--- src/rtl/indexed_list_shift_store_core_macros.svh ---
// Assertion macros shared by the list store RTL.
`ifndef INDEXED_LIST_SHIFT_STORE_CORE_MACROS_SVH
`define INDEXED_LIST_SHIFT_STORE_CORE_MACROS_SVH

`ifndef ASSERT_OFF
// Check a property on every rising clock edge outside reset.
`define ILSS_ASSERT(label, clk_s, rst_n_s, prop, msg) \
    label: assert property (@(posedge clk_s) disable iff (!rst_n_s) (prop)) \
        else $error(msg);
// Check that a condition never holds outside reset.
`define ILSS_ASSERT_NEVER(label, clk_s, rst_n_s, cond, msg) \
    label: assert property (@(posedge clk_s) disable iff (!rst_n_s) !(cond)) \
        else $error(msg);
`else
`define ILSS_ASSERT(label, clk_s, rst_n_s, prop, msg)
`define ILSS_ASSERT_NEVER(label, clk_s, rst_n_s, cond, msg)
`endif

`endif

--- src/rtl/ilss_pkg.sv ---
`timescale 1ns / 1ps

package ilss_pkg;

    localparam int DEF_CAPACITY = 64;

    localparam int OPCODE_W = 3;
    localparam int POS_W    = 6;
    localparam int VALUE_W  = 32;
    localparam int COUNT_W  = 7;
    localparam int STATUS_W = 2;

    typedef enum logic [OPCODE_W-1:0] {
        OP_APPEND = 3'd0,
        OP_INSERT = 3'd1,
        OP_REMOVE = 3'd2,
        OP_READ   = 3'd3,
        OP_CLEAR  = 3'd4
    } opcode_t;

    typedef enum logic [STATUS_W-1:0] {
        ST_OK    = 2'd0,
        ST_FULL  = 2'd1,
        ST_RANGE = 2'd2
    } status_t;

    typedef enum logic [3:0] {
        S_IDLE,
        S_DECODE,
        S_INS_MV,
        S_INS_PUT,
        S_REM_GET,
        S_REM_MV,
        S_RD_GET,
        S_DONE
    } state_t;

    typedef enum logic [2:0] {
        SRC_HOLD,
        SRC_LOAD_TOP,
        SRC_LOAD_POS,
        SRC_DEC,
        SRC_INC
    } src_op_t;

    typedef enum logic [2:0] {
        WR_NONE,
        WR_END,
        WR_UP,
        WR_DOWN,
        WR_POS
    } wr_sel_t;

    typedef enum logic [1:0] {
        CNT_HOLD,
        CNT_INC,
        CNT_DEC,
        CNT_CLR
    } cnt_op_t;

    typedef struct packed {
        logic    in_ready;
        src_op_t src_op;
        wr_sel_t wr_sel;
        cnt_op_t cnt_op;
        logic    res_cap;
        logic    st_load;
        status_t st_val;
        logic    out_load;
    } cmd_t;

    typedef struct packed {
        logic                in_valid;
        logic [OPCODE_W-1:0] op;
        logic                full;
        logic                pos_oor;
        logic                src_eq_pos;
        logic                src_last;
        logic                out_free;
    } stat_t;

endpackage

--- src/rtl/ilss_in_if.sv ---
`timescale 1ns / 1ps

interface ilss_in_if;
    logic                          valid;
    logic                          ready;
    logic [ilss_pkg::OPCODE_W-1:0] opcode;
    logic [ilss_pkg::POS_W-1:0]    position;
    logic [ilss_pkg::VALUE_W-1:0]  value;

    modport source (output valid, output opcode, output position, output value, input ready);
    modport sink   (input valid, input opcode, input position, input value, output ready);
endinterface

--- src/rtl/ilss_out_if.sv ---
`timescale 1ns / 1ps

interface ilss_out_if;
    logic                          valid;
    logic                          ready;
    logic [ilss_pkg::VALUE_W-1:0]  read_value;
    logic [ilss_pkg::COUNT_W-1:0]  entry_count;
    logic [ilss_pkg::STATUS_W-1:0] status;

    modport source (output valid, output read_value, output entry_count, output status,
                    input ready);
    modport sink   (input valid, input read_value, input entry_count, input status,
                    output ready);
endinterface

--- src/rtl/ilss_ram.sv ---
`timescale 1ns / 1ps

module ilss_ram #(
    parameter int WIDTH = ilss_pkg::VALUE_W,
    parameter int DEPTH = ilss_pkg::DEF_CAPACITY
) (
    input  logic                     clk,
    input  logic                     we,
    input  logic [$clog2(DEPTH)-1:0] waddr,
    input  logic [WIDTH-1:0]         wdata,
    input  logic [$clog2(DEPTH)-1:0] raddr,
    output logic [WIDTH-1:0]         rdata
);

    logic [WIDTH-1:0] mem [DEPTH];
    logic [WIDTH-1:0] rdata_reg;

    always_ff @(posedge clk)
    begin
        if (we)
        begin
            mem[waddr] <= wdata;
        end
        rdata_reg <= mem[raddr];
    end

    assign rdata = rdata_reg;

endmodule

--- src/rtl/ilss_ctrl.sv ---
`timescale 1ns / 1ps

module ilss_ctrl (
    input  logic             clk,
    input  logic             rst_n,
    input  ilss_pkg::stat_t  stat,
    output ilss_pkg::cmd_t   cmd
);

    ilss_pkg::state_t state_reg;
    ilss_pkg::state_t state_next;

    always_ff @(posedge clk or negedge rst_n)
    begin
        if (!rst_n)
        begin
            state_reg <= ilss_pkg::S_IDLE;
        end
        else
        begin
            state_reg <= state_next;
        end
    end

    always_comb
    begin
        state_next   = state_reg;
        cmd.in_ready = 1'b0;
        cmd.src_op   = ilss_pkg::SRC_HOLD;
        cmd.wr_sel   = ilss_pkg::WR_NONE;
        cmd.cnt_op   = ilss_pkg::CNT_HOLD;
        cmd.res_cap  = 1'b0;
        cmd.st_load  = 1'b0;
        cmd.st_val   = ilss_pkg::ST_OK;
        cmd.out_load = 1'b0;

        unique case (state_reg)
            ilss_pkg::S_IDLE:
            begin
                cmd.in_ready = 1'b1;
                if (stat.in_valid)
                begin
                    state_next = ilss_pkg::S_DECODE;
                end
            end

            ilss_pkg::S_DECODE:
            begin
                state_next = ilss_pkg::S_DONE;
                unique case (stat.op)
                    ilss_pkg::OP_APPEND:
                    begin
                        if (stat.full)
                        begin
                            cmd.st_load = 1'b1;
                            cmd.st_val  = ilss_pkg::ST_FULL;
                        end
                        else
                        begin
                            cmd.wr_sel = ilss_pkg::WR_END;
                            cmd.cnt_op = ilss_pkg::CNT_INC;
                        end
                    end
                    ilss_pkg::OP_INSERT:
                    begin
                        priority if (stat.full)
                        begin
                            cmd.st_load = 1'b1;
                            cmd.st_val  = ilss_pkg::ST_FULL;
                        end
                        else if (stat.pos_oor)
                        begin
                            cmd.wr_sel = ilss_pkg::WR_END;
                            cmd.cnt_op = ilss_pkg::CNT_INC;
                        end
                        else
                        begin
                            // start the upward shift at the last entry
                            cmd.src_op = ilss_pkg::SRC_LOAD_TOP;
                            state_next = ilss_pkg::S_INS_MV;
                        end
                    end
                    ilss_pkg::OP_REMOVE:
                    begin
                        if (stat.pos_oor)
                        begin
                            cmd.st_load = 1'b1;
                            cmd.st_val  = ilss_pkg::ST_RANGE;
                        end
                        else
                        begin
                            cmd.src_op = ilss_pkg::SRC_LOAD_POS;
                            state_next = ilss_pkg::S_REM_GET;
                        end
                    end
                    ilss_pkg::OP_READ:
                    begin
                        if (stat.pos_oor)
                        begin
                            cmd.st_load = 1'b1;
                            cmd.st_val  = ilss_pkg::ST_RANGE;
                        end
                        else
                        begin
                            cmd.src_op = ilss_pkg::SRC_LOAD_POS;
                            state_next = ilss_pkg::S_RD_GET;
                        end
                    end
                    ilss_pkg::OP_CLEAR:
                    begin
                        cmd.cnt_op = ilss_pkg::CNT_CLR;
                    end
                    default:
                    begin
                        // unused opcode: answer ok, change nothing
                    end
                endcase
            end

            ilss_pkg::S_INS_MV:
            begin
                cmd.wr_sel = ilss_pkg::WR_UP;
                if (stat.src_eq_pos)
                begin
                    state_next = ilss_pkg::S_INS_PUT;
                end
                else
                begin
                    cmd.src_op = ilss_pkg::SRC_DEC;
                end
            end

            ilss_pkg::S_INS_PUT:
            begin
                cmd.wr_sel = ilss_pkg::WR_POS;
                cmd.cnt_op = ilss_pkg::CNT_INC;
                state_next = ilss_pkg::S_DONE;
            end

            ilss_pkg::S_REM_GET:
            begin
                cmd.res_cap = 1'b1;
                if (stat.src_last)
                begin
                    cmd.cnt_op = ilss_pkg::CNT_DEC;
                    state_next = ilss_pkg::S_DONE;
                end
                else
                begin
                    cmd.src_op = ilss_pkg::SRC_INC;
                    state_next = ilss_pkg::S_REM_MV;
                end
            end

            ilss_pkg::S_REM_MV:
            begin
                cmd.wr_sel = ilss_pkg::WR_DOWN;
                if (stat.src_last)
                begin
                    cmd.cnt_op = ilss_pkg::CNT_DEC;
                    state_next = ilss_pkg::S_DONE;
                end
                else
                begin
                    cmd.src_op = ilss_pkg::SRC_INC;
                end
            end

            ilss_pkg::S_RD_GET:
            begin
                cmd.res_cap = 1'b1;
                state_next  = ilss_pkg::S_DONE;
            end

            ilss_pkg::S_DONE:
            begin
                if (stat.out_free)
                begin
                    cmd.out_load = 1'b1;
                    state_next   = ilss_pkg::S_IDLE;
                end
            end

            default:
            begin
                state_next = ilss_pkg::S_IDLE;
            end
        endcase
    end

endmodule

--- src/rtl/ilss_dp.sv ---
`timescale 1ns / 1ps

module ilss_dp #(
    parameter int CAPACITY = ilss_pkg::DEF_CAPACITY
) (
    input  logic            clk,
    input  logic            rst_n,
    ilss_in_if.sink         req,
    ilss_out_if.source      rsp,
    input  ilss_pkg::cmd_t  cmd,
    output ilss_pkg::stat_t stat
);

    localparam int AW = $clog2(CAPACITY);
    localparam int CW = $clog2(CAPACITY + 1);
    localparam int EW = (CW > ilss_pkg::COUNT_W) ? CW : ilss_pkg::COUNT_W;

    logic [ilss_pkg::OPCODE_W-1:0] op_reg;
    logic [ilss_pkg::POS_W-1:0]    pos_reg;
    logic [ilss_pkg::VALUE_W-1:0]  word_reg;
    logic [CW-1:0]                 count_reg;
    logic [CW-1:0]                 count_next;
    logic [AW-1:0]                 src_reg;
    logic [AW-1:0]                 src_next;
    logic [ilss_pkg::VALUE_W-1:0]  result_reg;
    ilss_pkg::status_t             status_reg;

    logic                          out_valid_reg;
    logic [ilss_pkg::VALUE_W-1:0]  out_value_reg;
    logic [ilss_pkg::COUNT_W-1:0]  out_count_reg;
    ilss_pkg::status_t             out_status_reg;

    logic                          accept;
    logic [EW-1:0]                 count_ext;
    logic [EW-1:0]                 pos_ext;
    logic [EW-1:0]                 src_ext;
    logic [CW-1:0]                 count_m1;

    logic                          ram_we;
    logic [AW-1:0]                 ram_waddr;
    logic [ilss_pkg::VALUE_W-1:0]  ram_wdata;
    logic [ilss_pkg::VALUE_W-1:0]  ram_rdata;

    assign req.ready = cmd.in_ready;
    assign accept    = req.valid && cmd.in_ready;

    assign count_ext = EW'(count_reg);
    assign pos_ext   = EW'(pos_reg);
    assign src_ext   = EW'(src_reg);
    assign count_m1  = count_reg - CW'(1);

    // read address follows the next pointer so the registered read data matches src_reg
    always_comb
    begin
        unique case (cmd.src_op)
            ilss_pkg::SRC_HOLD:     src_next = src_reg;
            ilss_pkg::SRC_LOAD_TOP: src_next = count_m1[AW-1:0];
            ilss_pkg::SRC_LOAD_POS: src_next = pos_ext[AW-1:0];
            ilss_pkg::SRC_DEC:      src_next = src_reg - AW'(1);
            ilss_pkg::SRC_INC:      src_next = src_reg + AW'(1);
            default:                src_next = src_reg;
        endcase
    end

    always_comb
    begin
        ram_we    = 1'b0;
        ram_waddr = src_reg;
        ram_wdata = ram_rdata;
        unique case (cmd.wr_sel)
            ilss_pkg::WR_NONE:
            begin
                ram_we = 1'b0;
            end
            ilss_pkg::WR_END:
            begin
                ram_we    = 1'b1;
                ram_waddr = count_reg[AW-1:0];
                ram_wdata = word_reg;
            end
            ilss_pkg::WR_UP:
            begin
                ram_we    = 1'b1;
                ram_waddr = src_reg + AW'(1);
            end
            ilss_pkg::WR_DOWN:
            begin
                ram_we    = 1'b1;
                ram_waddr = src_reg - AW'(1);
            end
            ilss_pkg::WR_POS:
            begin
                ram_we    = 1'b1;
                ram_waddr = pos_ext[AW-1:0];
                ram_wdata = word_reg;
            end
            default:
            begin
                ram_we = 1'b0;
            end
        endcase
    end

    always_comb
    begin
        unique case (cmd.cnt_op)
            ilss_pkg::CNT_HOLD: count_next = count_reg;
            ilss_pkg::CNT_INC:  count_next = count_reg + CW'(1);
            ilss_pkg::CNT_DEC:  count_next = count_m1;
            ilss_pkg::CNT_CLR:  count_next = '0;
            default:            count_next = count_reg;
        endcase
    end

    ilss_ram #(
        .WIDTH (ilss_pkg::VALUE_W),
        .DEPTH (CAPACITY)
    ) u_ram (
        .clk   (clk),
        .we    (ram_we),
        .waddr (ram_waddr),
        .wdata (ram_wdata),
        .raddr (src_next),
        .rdata (ram_rdata)
    );

    always_ff @(posedge clk or negedge rst_n)
    begin
        if (!rst_n)
        begin
            count_reg     <= '0;
            out_valid_reg <= 1'b0;
        end
        else
        begin
            count_reg <= count_next;
            if (cmd.out_load)
            begin
                out_valid_reg <= 1'b1;
            end
            else if (rsp.ready)
            begin
                out_valid_reg <= 1'b0;
            end
        end
    end

    always_ff @(posedge clk)
    begin
        src_reg <= src_next;
        if (accept)
        begin
            op_reg     <= req.opcode;
            pos_reg    <= req.position;
            word_reg   <= req.value;
            result_reg <= '0;
            status_reg <= ilss_pkg::ST_OK;
        end
        else
        begin
            if (cmd.res_cap)
            begin
                result_reg <= ram_rdata;
            end
            if (cmd.st_load)
            begin
                status_reg <= cmd.st_val;
            end
        end
        if (cmd.out_load)
        begin
            out_value_reg  <= result_reg;
            out_count_reg  <= count_ext[ilss_pkg::COUNT_W-1:0];
            out_status_reg <= status_reg;
        end
    end

    assign stat.in_valid   = req.valid;
    assign stat.op         = op_reg;
    assign stat.full       = (count_reg == CW'(CAPACITY));
    assign stat.pos_oor    = (pos_ext >= count_ext);
    assign stat.src_eq_pos = (src_ext == pos_ext);
    assign stat.src_last   = ((src_ext + EW'(1)) == count_ext);
    assign stat.out_free   = !out_valid_reg || rsp.ready;

    assign rsp.valid       = out_valid_reg;
    assign rsp.read_value  = out_value_reg;
    assign rsp.entry_count = out_count_reg;
    assign rsp.status      = out_status_reg;

endmodule

--- src/rtl/indexed_list_shift_store_core.sv ---
`timescale 1ns / 1ps
// Channel   Role     Beat contents
// req       sink     opcode, position, value
// rsp       source   read_value, entry_count, status
//
// One item at a time: appends, inserts past the end, clears, refused and flagged items skip
// the shift; a read fetches entry p, an insert at p below count moves p..count-1 up, then
// writes p, and a remove takes entry p and moves the entries above it down, one per cycle
// through the single RAM write port; ready returns in the cycle after the rsp load.
// Reset clears count, rsp valid and state, not the entry words. A stalled rsp holds its
// beat while the next item is accepted and worked on; that item waits in its final state.

`include "indexed_list_shift_store_core_macros.svh"

module indexed_list_shift_store_core #(
    parameter int CAPACITY = ilss_pkg::DEF_CAPACITY
) (
    input  logic       clk,
    input  logic       rst_n,
    ilss_in_if.sink    req,
    ilss_out_if.source rsp
);

    // command and status bundles between sequencer and datapath
    ilss_pkg::cmd_t  cmd;
    ilss_pkg::stat_t stat;

    // terms watched by the checks below
    logic req_beat;
    logic grow_full;
    logic load_during_write;

    // sequencer: decode the held item, step the shift, hand off the result
    ilss_ctrl u_ctrl (
        .clk   (clk),
        .rst_n (rst_n),
        .stat  (stat),
        .cmd   (cmd)
    );

    // datapath: item registers, entry count, shift pointer, entry RAM, rsp register
    ilss_dp #(
        .CAPACITY (CAPACITY)
    ) u_dp (
        .clk   (clk),
        .rst_n (rst_n),
        .req   (req),
        .rsp   (rsp),
        .cmd   (cmd),
        .stat  (stat)
    );

    assign req_beat          = req.valid && req.ready;
    assign grow_full         = (cmd.cnt_op == ilss_pkg::CNT_INC) && stat.full;
    assign load_during_write = cmd.out_load && (cmd.wr_sel != ilss_pkg::WR_NONE);

    // after an accepted beat, drop ready until the item completes
    `ILSS_ASSERT(a_busy_after_accept, clk, rst_n, req_beat |=> !req.ready, "accepted while busy")
    // never grow a full list
    `ILSS_ASSERT_NEVER(a_no_grow_full, clk, rst_n, grow_full, "count grows past capacity")
    // never overwrite a waiting rsp beat
    `ILSS_ASSERT(a_load_when_free, clk, rst_n, cmd.out_load |-> stat.out_free, "beat overwritten")
    // hand off a result only after the memory work is over
    `ILSS_ASSERT_NEVER(a_load_no_write, clk, rst_n, load_during_write, "load during entry write")

endmodule
--- src/flat_wrapper.sv ---
// flat-port wrapper written by rule: the top's interface ports become plain ports
module indexed_list_shift_store_core_flat 
#(
    parameter int CAPACITY = ilss_pkg::DEF_CAPACITY
)
  (clk, rst_n, req_valid, req_opcode, req_position, req_value, req_ready, rsp_valid, rsp_read_value, rsp_entry_count, rsp_status, rsp_ready);
  ilss_in_if req_i ();
  ilss_out_if rsp_i ();
  input  logic clk;
  input  logic rst_n;
  input wire logic [$bits(req_i.valid)-1:0] req_valid;
  input wire logic [$bits(req_i.opcode)-1:0] req_opcode;
  input wire logic [$bits(req_i.position)-1:0] req_position;
  input wire logic [$bits(req_i.value)-1:0] req_value;
  output wire logic [$bits(req_i.ready)-1:0] req_ready;
  output wire logic [$bits(rsp_i.valid)-1:0] rsp_valid;
  output wire logic [$bits(rsp_i.read_value)-1:0] rsp_read_value;
  output wire logic [$bits(rsp_i.entry_count)-1:0] rsp_entry_count;
  output wire logic [$bits(rsp_i.status)-1:0] rsp_status;
  input wire logic [$bits(rsp_i.ready)-1:0] rsp_ready;
  assign req_i.valid = req_valid;
  assign req_i.opcode = req_opcode;
  assign req_i.position = req_position;
  assign req_i.value = req_value;
  assign req_ready = req_i.ready;
  assign rsp_valid = rsp_i.valid;
  assign rsp_read_value = rsp_i.read_value;
  assign rsp_entry_count = rsp_i.entry_count;
  assign rsp_status = rsp_i.status;
  assign rsp_i.ready = rsp_ready;
  indexed_list_shift_store_core #(.CAPACITY(CAPACITY)) u_core (.clk(clk), .rst_n(rst_n), .req(req_i), .rsp(rsp_i));
endmodule
--- config.mk ---
export PLATFORM = sky130hd
export DESIGN_NAME = indexed_list_shift_store_core_flat
export DESIGN_NICKNAME = d
export VERILOG_FILES = /design/src/rtl/ilss_pkg.sv /design/src/rtl/ilss_in_if.sv /design/src/rtl/ilss_out_if.sv /design/src/rtl/ilss_ram.sv /design/src/rtl/ilss_ctrl.sv /design/src/rtl/ilss_dp.sv /design/src/rtl/indexed_list_shift_store_core.sv /design/src/flat_wrapper.sv
export VERILOG_INCLUDE_DIRS = /design/src /design/src/rtl
export SDC_FILE = /design/constraint.sdc
export NUM_CORES = 2
export LEC_CHECK = 0
export BUFFER_PORTS_ARGS = -buffer_cell sky130_fd_sc_hd__buf_2
export CORE_MARGIN = 4
export CORE_UTILIZATION = 39
export DETAILED_ROUTE_END_ITERATION = 10
export HOLD_SLACK_MARGIN = 0.08
export SLEW_MARGIN = 30
export SYNTH_ARGS = -nofsm -noshare
export SYNTH_HDL_FRONTEND = slang
export SYNTH_HIERARCHICAL = 1
export SYNTH_SLANG_ARGS = --single-unit
--- constraint.sdc ---
create_clock -name clk -period 15.3 [get_ports clk]
set_input_delay 2.295 -clock clk [delete_from_list [all_inputs] [get_ports clk]]
set_output_delay 2.295 -clock clk [all_outputs]
set_load 0.02 [all_outputs]
==> flow_metrics.env <==
export IMPL_fmax_mhz=138
export IMPL_synth_area_leaders="edfxtp_1 (75%), mux4_2 (14%), dfxtp_1 (1.7%), mux2i_1 (1.6%), nor2_1 (0.85%)"
export IMPL_grt_ovfl_total=0
export IMPL_area_growth_pct=13.8
export IMPL_synthDistinctLibCells=68
export IMPL_avgSynthCellArea_sq_um=21.9
export IMPL_drt_iter0_markers=5155
export IMPL_required_ns=16.00
export IMPL_path_clk_slew_ns=0.06
export IMPL_n_fill_cell=17900
export IMPL_worstPathCellList="inv_1 -> ha_1 -> xnor2_1 -> nand2_1 -> or3b_2 -> a2111oi_2 -> nor3b_2 -> nor2b_1 -> a21oi_1 -> o21ai_0 -> a21o_4 -> buf_4 -> buf_4 -> mux4_2 -> mux4_2 -> o22ai_2 -> nor2_1"
export IMPL_multiInputGateArea_sq_um=18700
export IMPL_clk_path_buf_depth=3
export IMPL_via_count=41000
export IMPL_fp_dieW_um=475
export IMPL_cts_sinks=2213
export IMPL_synth_compound_area_share_pct=2.25
export IMPL_dr_pass1_iters=7
export IMPL_dp_hpwl_um=113000
export IMPL_fin_crit_ns=7.25
export IMPL_yosysTopAreaCellShare_pct=75.4
export IMPL_wire_per_inst_um=30.5
export IMPL_synth_seq_cells=2213
export IMPL_start_kind="flop"
export IMPL_portBuffers=87
export IMPL_ys_warn_count=6
export IMPL_setup_violations=0
export IMPL_cts_buffers=216
export IMPL_layout_drive_gt1_share_pct=28.1
export IMPL_worst_path_max_delay_cell="dfxtp_1"
export IMPL_drc=0
export IMPL_grt_use_total_pct=19.1
export IMPL_synth_top_cells_by_count="edfxtp_1 (2130), mux4_2 (544), nor2_1 (193)"
export IMPL_totalWireLength_um=216000
export IMPL_utilization_pct=44.8
export IMPL_htreeDepth=4
export IMPL_io_pins=88
export IMPL_synth_area_sq_um=84900
export IMPL_hold_ws_ns=0.431
export IMPL_hold_path_class="flop to flop"
export IMPL_cap_viol_max_count=0
export IMPL_cts_root_buf="clkbuf_16"
export IMPL_skew_ns=0.0281
export IMPL_slew_violations=0
export IMPL_antenna_found_initial=4
export IMPL_start_util_pct=39.4
export IMPL_core_sq_um=215000
export IMPL_synthMuxAreaShare_pct=16.5
export IMPL_fin_crit_sh_pct=47.4
export IMPL_stdcell_area_sq_um=96600
export IMPL_syn_nets=3928
export IMPL_rsz0062_at_grt="no"
export IMPL_crit_family="compound AO/OA/AOI/OAI gates"
export IMPL_final_nets=4129
export IMPL_async_flop_share_pct=0.497
export IMPL_die_area_sq_um=225000
export IMPL_synth_simple_area_share_pct=2.06
export IMPL_cts_setup_buffers=0
export IMPL_viasPerCell=5.78
export IMPL_path_class="flop to flop"
export IMPL_max_stage_delay_ns=0.65
export IMPL_worst_ep_arrival_time_ns=7.95
export IMPL_max_slew_margin_pct=29.4
export IMPL_yosysTopAreaCell="edfxtp_1"
export IMPL_synth_top_family_by_area="multiplexers"
export IMPL_die_height_um=475
export IMPL_status="completed"
export IMPL_synth_cells=3872
export IMPL_place_gp_congestion=0.810
export IMPL_max_flop_register="u_core/u_dp/u_ram/mem"
export IMPL_worstMarginPinSlew_ns=1.06
export IMPL_final_antenna_net_count=0
export IMPL_row_count=170
export IMPL_grt_pass1_vias=40900
export IMPL_seq_area_frac_synth_pct=77.4
export IMPL_cts_tree="built"
export IMPL_yosys_most_used_dff="edfxtp_1"
export IMPL_cts_repair_resized=0
export IMPL_synth_most_common_cell="edfxtp_1"
export IMPL_grt_max_degree=115
export IMPL_tns_ns=0
export IMPL_final_hold_violation_count=0
export IMPL_grt_pass1_wl_um=308000
export IMPL_placed_area_sq_um=89400
export IMPL_end_kind="flop"
export IMPL_synth_edff_count=2130
export IMPL_synth_xor_xnor_area_share_pct=0.320
export IMPL_crit_fanout=33
export IMPL_crit_buf_inv=3
export IMPL_seq_area_sq_um=65700
export IMPL_largest_reg_flops=2048
export IMPL_synth_fa_ha_area_share_pct=0.162
export IMPL_ctsHoldBuffers=0
export IMPL_insertion_delay_ns=0.84
-- final timing paths --
| check | start | end | slack [ns] | depth (start not counted) |
|---|---|---|---|---|
| hold / removal | u_core/u_dp/result_reg[23] | u_core/u_dp/rsp.read_value[23] | 0.43 | 0 |
| min in group asynchronous | rst_n | u_core/u_ctrl/state_reg[0] | 1.34 | 1 |
| max in group asynchronous | rst_n | u_core/u_dp/count_ext[1] | 13.71 | 1 |
| setup reg to reg | u_core/u_dp/src_reg[0] | u_core/u_dp/u_ram/rdata[12] | 8.05 | 17 |
| setup / recovery | u_core/u_dp/src_reg[0] | u_core/u_dp/u_ram/rdata[12] | 8.05 | 17 |
| hold reg to reg | u_core/u_dp/result_reg[23] | u_core/u_dp/rsp.read_value[23] | 0.43 | 0 |
-- cells in the final DEF, fill, tap and decap left out, drive strengths merged, types with 25 or more instances in the layout --
cell type	count
nor2	194
nand2	45
mux2i	133
o22ai	92
edfxtp	2130
inv	25
o221ai	28
a21oi	93
dfxtp	72
clkinv	80
buf	206
clkbuf	294
mux2	35
mux4	544
-- worst register-to-register path, delay by kind of cell, from the launching register on --
kind,cells,cell delay [ns]
AOI/OAI and AO/OA,5,2.13
xor gates and xnor gates,1,0.20
adders and majority gates,1,0.40
buffers and inverters,3,1.38
DFF,1,0.65
muxes,2,1.09
and+or+nand+nor,5,1.27
-- per-layer routing --
layer	GRT usage (%)	vias up	wire length (um)
li1	-	16700	-
met1	26.8	22400	88200
met2	31.4	1662	106000
met3	2.94	297	16000
met4	5.42	2	6140
met5	0	-	13
-- layout make-up --
cell class              count  area share [%]
diodes                      4          0.0104
clock buffers             294            6.20
well taps                2838            3.68
multi-input cells        1418            19.3
inverters                  18          0.0726
clock inverters           112            1.17
repair buffers            206            1.52
flip-flops and latches   2213            68.0
-- metrics by stage --
stage / instances / setup slack (ns)
global placement: 6690 / 7.64
finish: 7103 / 8.05
CTS: 7098 / 7.80
detailed placement: 6692 / 7.81
global route: 7099 / 7.54
floorplan: 3872 / 8.87
-- kinds of logic after synthesis --
| logic type | after synthesis |
|---|---|
| xor+xnor | 31 |
| fa+ha+maj | 11 |
| compound gates | 293 |
| flops | 2213 |
| buf+inv | 241 |
| simple gates | 371 |
| mux | 712 |
Power is left out: the tool's default activity adds up to more than one toggle a clock period on the data nets, which glitch-free logic cannot reach.
